## src/sv/rcfr_pkg.sv

```systemverilog
// ----------------------------------------------------------------------------
// rcfr_pkg
// Shared types, constants and the CRC-8 step for the RC channel frame receiver
// ----------------------------------------------------------------------------
`default_nettype none

package rcfr_pkg;

	localparam int unsigned STORE_DEPTH = 64;
	localparam int unsigned STORE_AW    = $clog2(STORE_DEPTH);

	localparam int unsigned POS_W       = 7;
	localparam logic [POS_W-1:0] MAX_FRAME_BYTES = 7'd64;

	localparam int unsigned CHAN_W      = 11;
	localparam int unsigned CHAN_IDX_W  = 4;
	localparam logic [CHAN_IDX_W-1:0] LAST_CHANNEL = 4'd15;

	// bit accumulator: up to ten leftover bits plus one byte
	localparam int unsigned ACC_W       = CHAN_W - 1 + 8;
	localparam int unsigned CNT_W       = $clog2(ACC_W + 1);

	localparam logic [7:0] RC_TYPE      = 8'h16;
	localparam logic [7:0] RC_LENGTH    = 8'd24;
	localparam logic [7:0] CRC_POLY     = 8'hD5;
	localparam logic [STORE_AW-1:0] FIRST_PAYLOAD = 6'd3;

	// whole channel frame: address, length, type, payload and crc
	localparam logic [POS_W-1:0] RC_FRAME_BYTES = 7'd26;

	localparam logic [3:0]  GAP_MAX     = 4'hF;
	localparam logic [10:0] FS_MAX      = 11'h7FF;

	// input kind codes
	localparam logic KIND_BYTE          = 1'b0;
	localparam logic KIND_TICK          = 1'b1;

	// result kind codes
	localparam logic RES_CHANNEL        = 1'b0;
	localparam logic RES_STATUS         = 1'b1;

	// configuration register indexes
	localparam logic REG_GAP_LIMIT      = 1'b0;
	localparam logic REG_FS_LIMIT       = 1'b1;

	typedef struct packed {
		logic                  valid;
		logic [CHAN_IDX_W-1:0] index;
		logic [CHAN_W-1:0]     value;
		logic                  last;
	} chan_item_t;

	function automatic logic [7:0] crc8_step(input logic [7:0] crc, input logic [7:0] data);
		logic [7:0] c;
		c = crc ^ data;
		for (int b = 0; b < 8; b++) begin
			c = c[7] ? ((c << 1) ^ CRC_POLY) : (c << 1);
		end
		return c;
	endfunction

endpackage

`default_nettype wire

```

## src/sv/rcfr_ram.sv

```systemverilog
// ----------------------------------------------------------------------------
// rcfr_ram
// Generic single-write, single-read RAM with registered read data
// ----------------------------------------------------------------------------
`default_nettype none

module rcfr_ram #(
	parameter int unsigned WIDTH = 8,
	parameter int unsigned DEPTH = 64
) (
	input  wire logic                     clk,
	input  wire logic                     we,
	input  wire logic [$clog2(DEPTH)-1:0] waddr,
	input  wire logic [WIDTH-1:0]         wdata,
	input  wire logic [$clog2(DEPTH)-1:0] raddr,
	output      logic [WIDTH-1:0]         rdata
);

	logic [WIDTH-1:0] mem_q [DEPTH];

	always_ff @(posedge clk) begin
		if (we) begin
			mem_q[waddr] <= wdata;
		end
		rdata <= mem_q[raddr];
	end

endmodule

`default_nettype wire

```

## src/sv/rcfr_unpack.sv

```systemverilog
// ----------------------------------------------------------------------------
// rcfr_unpack
// Sequencer that streams payload bytes through a bit accumulator and cuts
// sixteen 11-bit channels from it, one store read or one channel per step
// ----------------------------------------------------------------------------
`default_nettype none

module rcfr_unpack
	import rcfr_pkg::*;
(
	input  wire logic                clk,
	input  wire logic                arst_n,
	input  wire logic                start,
	input  wire logic                out_free,
	input  wire logic [7:0]          rd_data,
	output      logic [STORE_AW-1:0] rd_addr,
	output      logic                busy,
	output      chan_item_t          chan
);

	typedef enum logic [1:0] {
		ST_IDLE,
		ST_LOAD,
		ST_SHIFT,
		ST_EMIT
	} state_t;

	state_t                state_q;
	logic [STORE_AW-1:0]   addr_q;
	logic [ACC_W-1:0]      acc_q;
	logic [CNT_W-1:0]      cnt_q;
	logic [CHAN_IDX_W-1:0] ch_q;

	logic [CNT_W-1:0]      cnt_add;
	logic [CNT_W-1:0]      cnt_sub;

	assign cnt_add = cnt_q + CNT_W'(8);
	assign cnt_sub = cnt_q - CNT_W'(CHAN_W);

	assign rd_addr     = addr_q;
	assign busy        = (state_q != ST_IDLE);
	assign chan.valid  = (state_q == ST_EMIT) && out_free;
	assign chan.index  = ch_q;
	assign chan.value  = acc_q[CHAN_W-1:0];
	assign chan.last   = (ch_q == LAST_CHANNEL);

	always_ff @(posedge clk or negedge arst_n) begin
		if (!arst_n) begin
			state_q <= ST_IDLE;
			addr_q  <= '0;
			acc_q   <= '0;
			cnt_q   <= '0;
			ch_q    <= '0;
		end else begin
			case (state_q)
				ST_IDLE: begin
					if (start) begin
						addr_q  <= FIRST_PAYLOAD;
						acc_q   <= '0;
						cnt_q   <= '0;
						ch_q    <= '0;
						state_q <= ST_LOAD;
					end
				end
				ST_LOAD: begin
					// read of addr_q in flight
					state_q <= ST_SHIFT;
				end
				ST_SHIFT: begin
					acc_q  <= acc_q | (ACC_W'(rd_data) << cnt_q);
					cnt_q  <= cnt_add;
					addr_q <= addr_q + STORE_AW'(1);
					if (cnt_add >= CNT_W'(CHAN_W)) begin
						state_q <= ST_EMIT;
					end else begin
						state_q <= ST_LOAD;
					end
				end
				ST_EMIT: begin
					if (out_free) begin
						acc_q <= acc_q >> CHAN_W;
						cnt_q <= cnt_sub;
						ch_q  <= ch_q + CHAN_IDX_W'(1);
						if (ch_q == LAST_CHANNEL) begin
							state_q <= ST_IDLE;
						end else if (cnt_sub >= CNT_W'(CHAN_W)) begin
							state_q <= ST_EMIT;
						end else begin
							state_q <= ST_LOAD;
						end
					end
				end
				default: begin
					state_q <= ST_IDLE;
				end
			endcase
		end
	end

	a_start_when_idle: assert property (@(posedge clk) disable iff (!arst_n)
		start |-> (state_q == ST_IDLE))
		else $error("frame start while unpacking");

	a_emit_has_bits: assert property (@(posedge clk) disable iff (!arst_n)
		(state_q == ST_EMIT) |-> (cnt_q >= CNT_W'(CHAN_W)))
		else $error("channel cut from too few bits");

	a_last_ends_run: assert property (@(posedge clk) disable iff (!arst_n)
		(chan.valid && chan.last) |=> (state_q == ST_IDLE))
		else $error("sequencer still busy after last channel");

	a_shift_after_load: assert property (@(posedge clk) disable iff (!arst_n)
		(state_q == ST_SHIFT) |-> ($past(state_q) == ST_LOAD))
		else $error("store data taken without a read");

endmodule

`default_nettype wire

```

## src/sv/rc_channel_frame_receiver_core.sv

```systemverilog
// ----------------------------------------------------------------------------
// rc_channel_frame_receiver_core
// Link byte frame assembly, CRC check, gap and failsafe timers, channel output
// ----------------------------------------------------------------------------
// Input items on s_axis carry either a received link byte (tuser = 0) or a
// timer tick (tuser = 1). Bytes are stored into a 64-entry frame store and the
// CRC-8 is folded in as they arrive. A tick gives one status item on m_axis
// carrying the failsafe flag.
// When a byte completes a valid channel frame the unpack sequencer reads the
// 22 payload bytes from the store, each read passing through a load and a
// shift state, and cuts out the sixteen channel items through one shared bit
// accumulator; while it runs, s_axis_tready is low.
// One output register parts the two sides; a new item is taken while the
// held item is being taken. When m_axis_tready is low the result holds and
// s_axis_tready drops until the output register frees.
// Reset clears the frame position, timers and limits (gap 1, failsafe 32);
// the store needs no clearing. Configuration writes go through cfg_we,
// cfg_addr and cfg_data; the user must write only while idle (no check here).
// ----------------------------------------------------------------------------
`default_nettype none

module rc_channel_frame_receiver_core
	import rcfr_pkg::*;
(
	input  wire logic        clk,
	input  wire logic        arst_n,
	input  wire logic        cfg_we,
	input  wire logic [0:0]  cfg_addr,
	input  wire logic [9:0]  cfg_data,
	input  wire logic        s_axis_tvalid,
	output      logic        s_axis_tready,
	input  wire logic [7:0]  s_axis_tdata,   // data_byte
	input  wire logic        s_axis_tuser,   // kind
	output      logic        m_axis_tvalid,
	input  wire logic        m_axis_tready,
	output      logic [15:0] m_axis_tdata,   // channel_index, channel_value, failsafe_active
	output      logic        m_axis_tuser,   // result_kind
	output      logic        m_axis_tlast    // last_of_frame
);

	logic [3:0]          gap_limit_q;
	logic [9:0]          fs_limit_q;
	logic [POS_W-1:0]    pos_q;
	logic [POS_W-1:0]    exp_q;
	logic [3:0]          gap_q;
	logic [10:0]         fs_q;
	logic [7:0]          type_q;
	logic [7:0]          crc_q;
	logic                m_valid_q;
	logic [15:0]         m_data_q;
	logic                m_user_q;
	logic                m_last_q;

	logic                out_free;
	logic                in_acc;
	logic                byte_acc;
	logic                tick_acc;
	logic                store_en;
	logic [POS_W-1:0]    pos_inc;
	logic [8:0]          total;
	logic [POS_W-1:0]    len_exp;
	logic [POS_W-1:0]    exp_n;
	logic                done;
	logic                frame_ok;
	logic [3:0]          gap_inc;
	logic [10:0]         fs_inc;
	logic                gap_expire;
	logic                fs_flag;
	logic                busy;
	logic [STORE_AW-1:0] rd_addr;
	logic [7:0]          rd_data;
	chan_item_t          chan;

	assign out_free      = !m_valid_q || m_axis_tready;
	assign s_axis_tready = !busy && out_free;
	assign in_acc        = s_axis_tvalid && s_axis_tready;
	assign byte_acc      = in_acc && (s_axis_tuser == KIND_BYTE);
	assign tick_acc      = in_acc && (s_axis_tuser == KIND_TICK);

	assign store_en = byte_acc && (pos_q < exp_q);
	assign pos_inc  = pos_q + POS_W'(1);
	assign total    = 9'(s_axis_tdata) + 9'd2;
	assign len_exp  = (total >= 9'(MAX_FRAME_BYTES)) ? '0 : total[POS_W-1:0];
	assign exp_n    = (pos_inc == POS_W'(2)) ? len_exp : exp_q;
	assign done     = store_en && (pos_inc == exp_n);
	// a frame of length 24 is the only one that completes with this total
	assign frame_ok = done && (type_q == RC_TYPE) && (exp_q == RC_FRAME_BYTES) &&
		(crc_q == s_axis_tdata);

	assign gap_inc    = (gap_q == GAP_MAX) ? gap_q : gap_q + 4'd1;
	assign fs_inc     = (fs_q == FS_MAX) ? fs_q : fs_q + 11'd1;
	assign gap_expire = (gap_inc > gap_limit_q);
	assign fs_flag    = (fs_inc > {1'b0, fs_limit_q});

	rcfr_ram #(
		.WIDTH (8),
		.DEPTH (STORE_DEPTH)
	) u_store (
		.clk   (clk),
		.we    (store_en),
		.waddr (pos_q[STORE_AW-1:0]),
		.wdata (s_axis_tdata),
		.raddr (rd_addr),
		.rdata (rd_data)
	);

	rcfr_unpack u_unpack (
		.clk      (clk),
		.arst_n   (arst_n),
		.start    (frame_ok),
		.out_free (out_free),
		.rd_data  (rd_data),
		.rd_addr  (rd_addr),
		.busy     (busy),
		.chan     (chan)
	);

	always_ff @(posedge clk or negedge arst_n) begin
		if (!arst_n) begin
			gap_limit_q <= 4'd1;
			fs_limit_q  <= 10'd32;
			pos_q       <= '0;
			exp_q       <= MAX_FRAME_BYTES;
			gap_q       <= '0;
			fs_q        <= '0;
			m_valid_q   <= 1'b0;
		end else begin
			if (cfg_we) begin
				case (cfg_addr)
					REG_GAP_LIMIT: gap_limit_q <= cfg_data[3:0];
					REG_FS_LIMIT:  fs_limit_q  <= cfg_data;
					default: begin
					end
				endcase
			end
			if (byte_acc) begin
				gap_q <= '0;
				if (store_en) begin
					if (done) begin
						pos_q <= '0;
						exp_q <= MAX_FRAME_BYTES;
					end else begin
						pos_q <= pos_inc;
						exp_q <= exp_n;
					end
				end
				if (frame_ok) begin
					fs_q <= '0;
				end
			end
			if (tick_acc) begin
				gap_q <= gap_inc;
				fs_q  <= fs_inc;
				if (gap_expire) begin
					pos_q <= '0;
					exp_q <= MAX_FRAME_BYTES;
				end
			end
			if (tick_acc || chan.valid) begin
				m_valid_q <= 1'b1;
			end else if (m_axis_tready) begin
				m_valid_q <= 1'b0;
			end
		end
	end

	// frame header, running crc and output payload
	always_ff @(posedge clk) begin
		if (store_en) begin
			if (pos_q == POS_W'(2)) begin
				type_q <= s_axis_tdata;
			end
			if (pos_q >= POS_W'(2)) begin
				crc_q <= crc8_step((pos_q == POS_W'(2)) ? 8'd0 : crc_q, s_axis_tdata);
			end
		end
		if (tick_acc) begin
			m_user_q <= RES_STATUS;
			m_data_q <= {fs_flag, CHAN_W'(0), CHAN_IDX_W'(0)};
			m_last_q <= 1'b0;
		end else if (chan.valid) begin
			m_user_q <= RES_CHANNEL;
			m_data_q <= {1'b0, chan.value, chan.index};
			m_last_q <= chan.last;
		end
	end

	assign m_axis_tvalid = m_valid_q;
	assign m_axis_tdata  = m_data_q;
	assign m_axis_tuser  = m_user_q;
	assign m_axis_tlast  = m_last_q;

endmodule

`default_nettype wire

```

## config.mk

```make
export PLATFORM = sky130hd
export DESIGN_NAME = rc_channel_frame_receiver_core
export DESIGN_NICKNAME = d
export VERILOG_FILES = /design/src/sv/rcfr_pkg.sv /design/src/sv/rcfr_ram.sv /design/src/sv/rcfr_unpack.sv /design/src/sv/rc_channel_frame_receiver_core.sv
export SDC_FILE = /design/constraint.sdc
export NUM_CORES = 1
export LEC_CHECK = 0
export BUFFER_PORTS_ARGS = -buffer_cell sky130_fd_sc_hd__buf_4
export CAP_MARGIN = 20
export CELL_PAD_IN_SITES_DETAIL_PLACEMENT = 1
export CELL_PAD_IN_SITES_GLOBAL_PLACEMENT = 2
export CORE_ASPECT_RATIO = 0.75
export CORE_MARGIN = 3
export CORE_UTILIZATION = 43
export CTS_CLUSTER_DIAMETER = 120
export CTS_CLUSTER_SIZE = 16
export DETAILED_ROUTE_END_ITERATION = 8
export PLACE_DENSITY = 0.73
export SYNTH_ARGS = -nofsm -noshare
export SYNTH_HDL_FRONTEND = slang
export SYNTH_SLANG_ARGS = --single-unit
```

## constraint.sdc

```tcl
create_clock -name clk -period 3.9 [get_ports clk]
set_input_delay 0.78 -clock clk [delete_from_list [all_inputs] [get_ports clk]]
set_output_delay 0.78 -clock clk [all_outputs]
set_load 0.02 [all_outputs]
```

=== Word-level counts from Yosys, hierarchy flattened ===
Memory sizes are Yosys's and may differ from the RTL's. A register that Yosys moved wholly into a read port is not among the register bits.
Cells that the tools add are included.

* Register bits: 113
* RAM bits: 512
* Input bits: 25
* Output and inout bits: 20
* Logic and storage cells: 145
* Memories kept: 1

{| class="wikitable"
|+ Memories
! memory !! words !! width !! rd ports !! clocked after memory_dff !! write ports !! RTL line !! source
|-
| u_store.mem_q || 64 || 8 || 1 || 1 || 1 || rcfr_ram.sv:19 || <nowiki>logic [WIDTH-1:0] mem_q [DEPTH];</nowiki>
|}

* $add $sub $neg: 8
* Magnitude comparators: 7
* Equal/unequal tests: 14
* Shift-type cells: 1
* Muxes and demuxes: 51
* Bitwise operators: 12
* Reduce and logical (&&, ||, !) cells: 32

{| class="wikitable"
|+ Operator list
! operator !! number
|-
| $mux W7 || 12
|-
| $mux W8 || 9
|-
| $pmux W18 S3 || 1
|-
| $mux W11 || 4
|-
| $not A5 Y5 || 8
|-
| $mux W18 || 2
|-
| $mux W16 || 2
|-
| $mux W4 || 5
|-
| $or A18 B18 Y18 || 1
|-
| $shl A8 B5 Y18 || 1
|-
| $pmux W5 S3 || 1
|-
| $eq A7 B2 Y1 const B || 2
|-
| $reduce_and A2 Y1 || 7
|-
| $reduce_bool A2 Y1 || 7
|-
| $pmux W6 S2 || 1
|-
| $add A11 B1 Y11 const B || 1
|-
| $eq A11 B11 Y1 const B || 1
|-
| $gt A11 B10 Y1 || 1
|-
| $ge A5 B4 Y1 const B || 2
|-
| $logic_and A1 B1 Y1 || 10
|-
| $mux W2 || 5
|-
| $mux W5 || 2
|-
| $add A8 B2 Y9 const B || 1
|-
| $ge A9 B7 Y1 const B || 1
|-
| other kinds (27) || 38
|}

=== Logic depth before layout (Yosys ltp) ===
Gate-level depths: netlist (run 1).

* Depth after elaboration: 19
* Mapped depth: 15
* Gate-level depth less buffers: 14

=== Cells and area by module ===
Synthesis (run 1) repeated with hierarchy kept, for this count alone.

* Cell total of the unflattened synthesis: 1691
* Area, all modules: 27407.5 um^2

{| class="wikitable"
|+ By module, submodules not included
! module !! times used !! cells an instance !! area an instance (um^2) !! seq. area each (um^2)
|-
| rcfr_ram || 1 || 940 || 20166.8 || 15534.9
|-
| rc_channel_frame_receiver_core || 1 || 479 || 4777.1 || 1955.6
|-
| rcfr_unpack || 1 || 272 || 2463.6 || 875.8
|}

=== Worst setup path before layout (run 1) ===
OpenSTA, ideal clock, no wires.

* Path type: register -> register
* Start point: register pos_q[1]
* End point: register u_unpack.acc_q[11]
* Data arrival time: 3.719 ns
* Setup slack: 0.042 ns
* Stages on the path, launching flop included: 13
* Path buffers: 2
* Clock period less this slack: 3.858 ns
* Cells stage by stage: dfrtp_1 inv_1 ha_1 or4b_4 o41a_4 or4_4 o311ai_4 o21ai_2 or4b_1 buf_6 a2111oi_4 buf_6 a211oi_1

* Longest elaborated chain between the ends: 10

{| class="wikitable"
|+ RTL lines
! item !! RTL line !! source
|-
| from (decl) || rc_channel_frame_receiver_core.sv:43 || <nowiki>logic [POS_W-1:0] pos_q;</nowiki>
|-
| from (signal assigned) || rc_channel_frame_receiver_core.sv:143 || <nowiki>pos_q <= pos_inc;</nowiki>
|-
| $add A7 B1 Y7 || rc_channel_frame_receiver_core.sv:81 || <nowiki>assign pos_inc = pos_q + POS_W'(1);</nowiki>
|-
| $eq A7 B2 Y1 || rc_channel_frame_receiver_core.sv:84 || <nowiki>assign exp_n = (pos_inc == POS_W'(2)) ? len_exp : exp_q;</nowiki>
|-
| $mux W7 || rc_channel_frame_receiver_core.sv:84 ||
|-
| $eq A7 B7 Y1 || rc_channel_frame_receiver_core.sv:85 || <nowiki>assign done = store_en && (pos_inc == exp_n);</nowiki>
|-
| $logic_and A1 B1 Y1 * || rc_channel_frame_receiver_core.sv:85 ||
|-
| $logic_and A1 B1 Y1 * (3 in a row) || rc_channel_frame_receiver_core.sv:87 || <nowiki>assign frame_ok = done && (type_q == RC_TYPE) && (exp_q == RC_FRAME_BYTES) &&</nowiki>
|-
| $ne A2 B2 Y1 (no line) * || - ||
|-
| $reduce_and A3 Y1 (no line) * || - ||
|-
| to (signal assigned) || rcfr_unpack.sv:70 || <nowiki>acc_q <= acc_q | (ACC_W'(rd_data) << cnt_q);</nowiki>
|-
| to (signal assigned) || rcfr_unpack.sv:81 || <nowiki>acc_q <= acc_q >> CHAN_W;</nowiki>
|-
| to (decl) || rcfr_unpack.sv:30 || <nowiki>logic [ACC_W-1:0] acc_q;</nowiki>
|}

Mark *: on every way between the ends. The rest lies on a longest branch, timed or not.
A chain may end at the register's enable or synchronous reset.

=== Worst setup path after layout (run 1) ===
* Start point: register pos_q[0]
* End point: register u_unpack.acc_q[12]

The elaborated chain is that of the path after synthesis.

==> results of run 1 <==
==> registers in the layout, indices dropped and copies added, names as in the netlist, 8 cells and up <==
register	cells
u_store.rdata	8
type_q	8
m_axis_tdata	16
u_unpack.acc_q	18
fs_q	11
fs_limit_q	10
crc_q	8
u_store.mem_q	512
==> synthesized netlist by cell type, types with 5 or more instances <==
cell type	count	area (um2)
clkbuf_1	68	255
nand4_1	12	75.1
nand3_1	33	165
ha_1	35	438
a22oi_1	11	82.6
o21a_1	11	82.6
edfxtp_1	529	15900
a211oi_1	12	90.1
o21ai_0	41	205
nor2b_1	12	75.1
nand2b_1	7	43.8
a21oi_1	44	220
nor3_1	16	80.1
a32o_1	5	50.1
mux4_2	169	3810
buf_1	19	71.3
dfxtp_1	25	500
a31oi_1	5	31.3
o22ai_1	5	31.3
a22o_1	12	105
nand3b_1	5	37.5
o211ai_1	8	60.1
mux2_2	16	180
nor2_1	120	450
xnor2_1	43	377
nand2_1	117	439
a21oi_2	6	52.6
and3_1	8	50.1
xor2_1	17	149
nor3b_1	7	52.6
mux2i_1	12	120
nor4_1	5	31.3
a21o_1	6	45.0
dfrtp_1	76	1900
inv_1	51	191
==> metrics by stage <==
step                hold slack, ns  instance area [um2]  utilization, %  power (mW)  cells
finish                       0.292                30500            49.0        19.7   2597
global route                 0.352                30500            49.0        20.8   2596
CTS                          0.314                30400            48.9        19.9   2596
detailed placement           0.449                29100            46.9        15.4   2522
global placement             0.434                29100            46.9        15.3   2522
floorplan                    0.473                27100               -        13.0   1630
==> cells by family (layout without fill, tap and decap cells) <==
| group | after synthesis | in the layout |
|---|---|---|
| other | 0 | 1 |
| multiplexers | 197 | 197 |
| buffers and inverters | 144 | 300 |
| AND/OR/NAND/NOR | 365 | 365 |
| AO/OA/AOI/OAI | 196 | 196 |
| adder cells (fa/ha/maj) | 35 | 35 |
| flip-flops | 633 | 633 |
| XOR/XNOR | 60 | 60 |
==> where the power goes <==
part	switching [mW]	internal, mW	leakage [nW]
sequential	0.491	7.78	5.98
combinational	3.73	3.21	3.74
clock	2.31	2.21	0.618
==> what timing repair did <==
item | 4_1_cts | 5_1_grt
buffers inserted | 0 | 0
resized for setup | 1 | 5
endpoints found under the hold margin | 0 | 0
setup endpoints to repair | 8 | 35
pin swaps | 0 | 3
==> how the worst max path moves through the flow <==
| stage | from | end |
|---|---|---|
| 5_1_grt | pos_q[0]$_DFF_PN0_ | u_unpack.acc_q[12]$_DFFE_PN0P_ |
| 6_report | pos_q[0]$_DFF_PN0_ | u_unpack.acc_q[12]$_DFFE_PN0P_ |
| 3_3_place_gp | pos_q[0]$_DFF_PN0_ | u_unpack.acc_q[12]$_DFFE_PN0P_ |
| 2_1_floorplan | pos_q[1]$_DFF_PN0_ | u_unpack.acc_q[11]$_DFFE_PN0P_ |
| 3_5_place_dp | pos_q[0]$_DFF_PN0_ | u_unpack.acc_q[12]$_DFFE_PN0P_ |
| 4_1_cts | pos_q[0]$_DFF_PN0_ | u_unpack.acc_q[12]$_DFFE_PN0P_ |
==> layout make-up <==
type	count	share of cell area, %
diodes	1	0.00822
clock buffers	71	4.09
clock inverters	3	0.148
inverters	52	0.641
multi-input cells	853	26.9
flip-flops and latches	633	60.3
well taps	810	3.33
repair buffers	174	4.58
==> layer usage <==
| layer | vias to the layer above | GRT usage [%] |
|---|---|---|
| met5 | - | 0 |
| met3 | 68 | 3.42 |
| li1 | 6625 | - |
| met1 | 7927 | 32.8 |
| met4 | 2 | 4.29 |
| met2 | 367 | 30.4 |
==> worst max-delay path, stage by stage (launching register included) <==
cell and delay [ns]:
dfrtp_2 0.44, ha_1 0.24, or4b_4 0.49, o41a_4 0.13, or4_4 0.54, o311ai_4 0.33
o21ai_2 0.10, or4b_4 0.62, a2111oi_4 0.37, buf_12 0.21, o21ba_1 0.16
==> flow_summary.yaml, run 1 <==
status:
  status: "completed"
yosys:
  synthMuxAreaShare_pct: 15.2
  syn_area_per_cell_um2: 16.6
  postSynthCellCount: 1630
  synth_top_family_by_area: "multiplexers"
  synthAdderAreaFrac_pct: 1.62
  synth-xor-area-share_pct: 1.94
  seq_area_frac_synth_pct: 67.8
  ys.flop_type: "edfxtp_1"
  synth_cell_types: 76
  synthSimpleGateAreaFrac_pct: 6.29
  ys_ff_latch: 633
  synth_nets: 1690
  synth_compound_area_share_pct: 5.09
  ys_warn_count: 0
  netlist_area_mm2: 0.0271
  synth_edf_count: 529
  ys_async_sr_fraction_pct: 12.5
sta:
  setup_viol: 0
  finalClockSkew_ns: 0.0247
  relSlewSlack_pct: 36.8
  drv_slew: 0
  fin_crit_ns: 3.76
  post-route-period-util_pct: 96.4
  rsz0062_at_grt: "no"
  worst_pin_slew_ns: 0.948
  fin_ws_ns: 0.139
  hold_viol: 0
  max_freq_mhz: 266
  tns_ns: 0
finish:
  final_layout_size_suffix_gt1_share_pct: 24.5
  fillerInstances: 5874
  syn2layout_area_growth_pct: 12.4
  seq_area_mm2: 0.0184
  nNetsFinal: 1819
  final_common_cell: "edfxtp_1"
  final_cell_mix: "edfxtp_1 (529), mux4_2 (169), buf_4 (167)"
  multi_input_area_mm2: 0.00818
worst_setup_path:
  reg2reg_depth: 10
  end_kind: "flip-flop"
  crit_type: "flip-flop to flip-flop"
  r2r_start: "pos_q[0]$_DFF_PN0_"
  r2r_end: "u_unpack.acc_q[12]$_DFFE_PN0P_"
  required_ns: 4.39
  worstPathArrival_ns: 4.26
  rrSetupSlack_ns: 0.14
  critPathLaunchType: "flip-flop"
  path_max_fanout: 18
power:
  power.density_mw_per_mm2: 648
  irDropWorstVdd_mv: 0.444
  p_leak_nw: 10.3
floorplan:
  pin_count: 45
  dieArea_mm2: 0.0661
  die_w_um: 296
  fp.coreArea_mm2: 0.0622
  initial_core_util_pct: 43.6
  rows: 79
  fp.dieH_um: 223
clock_tree:
  numCtsBuffers: 45
  clkTransAtPathRegs_ns: 0.08
  clkSinkCount: 633
  ctsHoldBuffers: 0
  cts_root_buffer: "clkbuf_16"
  cts_tree: "yes"
  htree_levels: 2
  clk_path_buf_depth: 3
  clock_latency_ns: 0.61
detailed_routing:
  dr.pass1.iters: 5
  wl_met2_um: 30200
  highest_layer: "met5"
  vias_per_cell: 5.77
  finalWirelength_um: 67700
  ant_nets: 0
  drt_iter0_drc: 1269
  wl_per_cell_um: 26.1
  num_vias: 15000
  drt-met1-wl_um: 32200
  wl_met3_um: 4200
  route.detailed.drc: 0
global_routing:
  antenna_found_initial: 1
  grtUsageTotal_pct: 20.7
  grt-ovfl-total: 0
  grt_max_degree: 69
  first_global_vias: 15300
  grt_pass1_wl_um: 102000
worst_hold_path:
  hp-class: "primary input to async pin"
place:
  routabilityCongestion: 0.818
  pre_cts_ws_ns: -0.0170
  numPortBuffers: 44
  dp_hpwl_um: 44600
job:
  maxCapViolations: 0
Power figures use the tool's default switching activity.
==> inputs of run 2 (changes only) <==
Settings changed: CORE_ASPECT_RATIO 0.75 to unset, CORE_MARGIN 3 to 4, PLACE_DENSITY 0.73 to unset, PLACE_DENSITY_LB_ADDON set to 0.25.
==> run 2 against run 1 <==
  * Fmax decreased by 1.1%
  * Sequential power increased by 0.6%
  * Largest cell class unchanged
  * Critical path depth unchanged
  * Routed wire length about the same
==> flow_summary.yaml, run 2 (synthesis results as in run 1) <==
worst_hold_path:
  hp-class: "primary input to async pin"
finish:
  final_common_cell: "edfxtp_1"
  multi_input_area_mm2: 0.00818
  nNetsFinal: 1831
  fillerInstances: 5884
  largest_reg_flops: 512
  diodes: 0
  syn2layout_area_growth_pct: 12.8
  seq_area_mm2: 0.0184
  final_cell_mix: "edfxtp_1 (529), buf_4 (178), mux4_2 (169)"
  final_layout_size_suffix_gt1_share_pct: 24.8
  top_register: "u_store.mem_q"
  final_area_mm2: 0.0306
power:
  sequentialPowerShare_pct: 42.5
  power_frac_comb_pct: 35.0
  p_leak_nw: 10.4
  power_mw: 19.6
  internal_power_mw: 13.2
  sw_frac_of_total_pct: 32.8
  irDropWorstVdd_mv: 0.416
  power_frac_clock_pct: 22.6
  switchingPower_mw: 6.44
  power.density_mw_per_mm2: 642
worst_setup_path:
  critPathLaunchType: "flip-flop"
  path_cells: "ha_1 > or4b_4 > o41a_4 > or4_4 > o311ai_4 > o21ai_2 > or4b_4 > a2111oi_4 > buf_12 > o21ba_1"
  crit_type: "flip-flop to flip-flop"
  path_max_fanout: 18
  end_kind: "flip-flop"
  crit_family: "simple AND/OR/NAND/NOR gates"
  worstPathArrival_ns: 4.28
  crit_path_max_incr_delay_ns: 0.63
  cp_common_cell: "or4b_4"
  required_ns: 4.38
  path_buf_inv: 1
  slowest_stage: "or4b_4"
sta:
  hold_viol: 0
  fin_crit_ns: 3.80
  relSlewSlack_pct: 41.4
  max_freq_mhz: 263
  setup_viol: 0
  drv_slew: 0
  tns_ns: 0
  post-route-period-util_pct: 97.5
  fin_ws_ns: 0.0960
  finalClockSkew_ns: 0.0228
  worst_pin_slew_ns: 0.879
detailed_routing:
  vias_per_cell: 5.66
  ant_nets: 0
  drt_iter0_drc: 1215
  wl_per_cell_um: 25.7
  num_vias: 14900
  dr.pass1.iters: 5
  route.detailed.drc: 0
  finalWirelength_um: 67700
clock_tree:
  clk_path_buf_depth: 3
  clock_latency_ns: 0.60
  clkSinkCount: 633
  numCtsBuffers: 45
  cts_tree: "yes"
  htree_levels: 2
  cts_root_buffer: "clkbuf_16"
  clkTransAtPathRegs_ns: 0.08
  ctsHoldBuffers: 0
global_routing:
  first_global_vias: 15800
  grt_max_degree: 69
  grt_pass1_wl_um: 103000
  grtUsageTotal_pct: 20.4
  grt-ovfl-total: 0
  antenna_found_initial: 2
place:
  dp_hpwl_um: 45000
  routabilityCongestion: 0.789
  numPortBuffers: 44
  pre_cts_ws_ns: 0.000952
  placed_area_mm2: 0.0293
floorplan:
  die_w_um: 259
  pin_count: 45
  fp.coreArea_mm2: 0.0621
  fp.dieH_um: 259
  initial_core_util_pct: 43.6
  rows: 91
  dieArea_mm2: 0.0671
status:
  status: "completed"
job:
  maxCapViolations: 0
-- run 2: changes by cell type in the layout (fill, tap and decap cells not counted), sizes merged --
cell	previous run	this run
buf	174	186
inv	53	54
diode	1	0
clkinv	2	1
clkbuf	71	68
-- run 2: layer usage --
layer	global-route usage (%)	vias up	wire, um
met5	0	-	0
li1	-	6637	-
met2	34.4	320	33900
met1	28.5	7847	29300
met4	5.50	0	1750
met3	2.44	89	2850
-- run 2: final cells by class --
class / instances / area share (%)
well taps: 837 / 3.43
clock buffers: 68 / 3.97
clock inverters: 3 / 0.160
inverters: 52 / 0.639
repair buffers: 186 / 4.90
multi-input cells: 853 / 26.8
flip-flops and latches: 633 / 60.1
-- run 2: timing repair --
action | CTS | global route
endpoints found under the setup margin | 5 | 20
setup buffers | 0 | 1
resized for setup | 1 | 3
endpoints found under the hold margin | 0 | 0
pin swaps | 0 | 2
-- run 2: path summary, 6_finish.rpt --
check	slack (ns)	to	start	cells past startpoint
setup / recovery	0.1	u_unpack.acc_q[12]$_DFFE_PN0P_	pos_q[0]$_DFF_PN0_	10
hold / removal	0.30	fs_limit_q[4]$_DFFE_PN0P_	arst_n	1
setup reg to reg	0.1	u_unpack.acc_q[12]$_DFFE_PN0P_	pos_q[0]$_DFF_PN0_	10
hold reg to reg	0.45	m_axis_tuser$_SDFFE_PP1P_	m_axis_tuser$_SDFFE_PP1P_	2
max in group asynchronous	2.77	exp_q[6]$_DFF_PN1_	arst_n	2
min in group clk	0.41	gap_limit_q[3]$_DFFE_PN0P_	cfg_data[3]	3
-- run 2: power groups by stage --
| stage | clock network (mW) | registers (mW) | logic (mW) |
|---|---|---|---|
| after floorplan | 0 | 8.24 | 4.73 |
| after global placement | 0 | 8.45 | 6.75 |
| after detailed placement | 0 | 8.48 | 6.89 |
| after CTS | 4.55 | 8.33 | 6.93 |
| after global routing | 4.82 | 8.40 | 7.37 |
| final | 4.42 | 8.32 | 6.86 |
-- run 2: metrics by stage --
stage / hold slack, ns / instances / util (%)
6_report: 0.303 / 2632 / 49.2
5_1_grt: 0.356 / 2632 / 49.2
4_1_cts: 0.318 / 2631 / 49.2
3_5_place_dp: 0.441 / 2560 / 47.2
3_3_place_gp: 0.434 / 2560 / 47.2
2_1_floorplan: 0.473 / 1630 / -
-- run 2: worst register-to-register path, delay by kind of cell (launching register included) --
kind	cells	cell delay [ns]
buf+inv	1	0.21
fa+ha+maj	1	0.24
simple gates	3	1.65
flops	1	0.42
compound gates	5	1.16
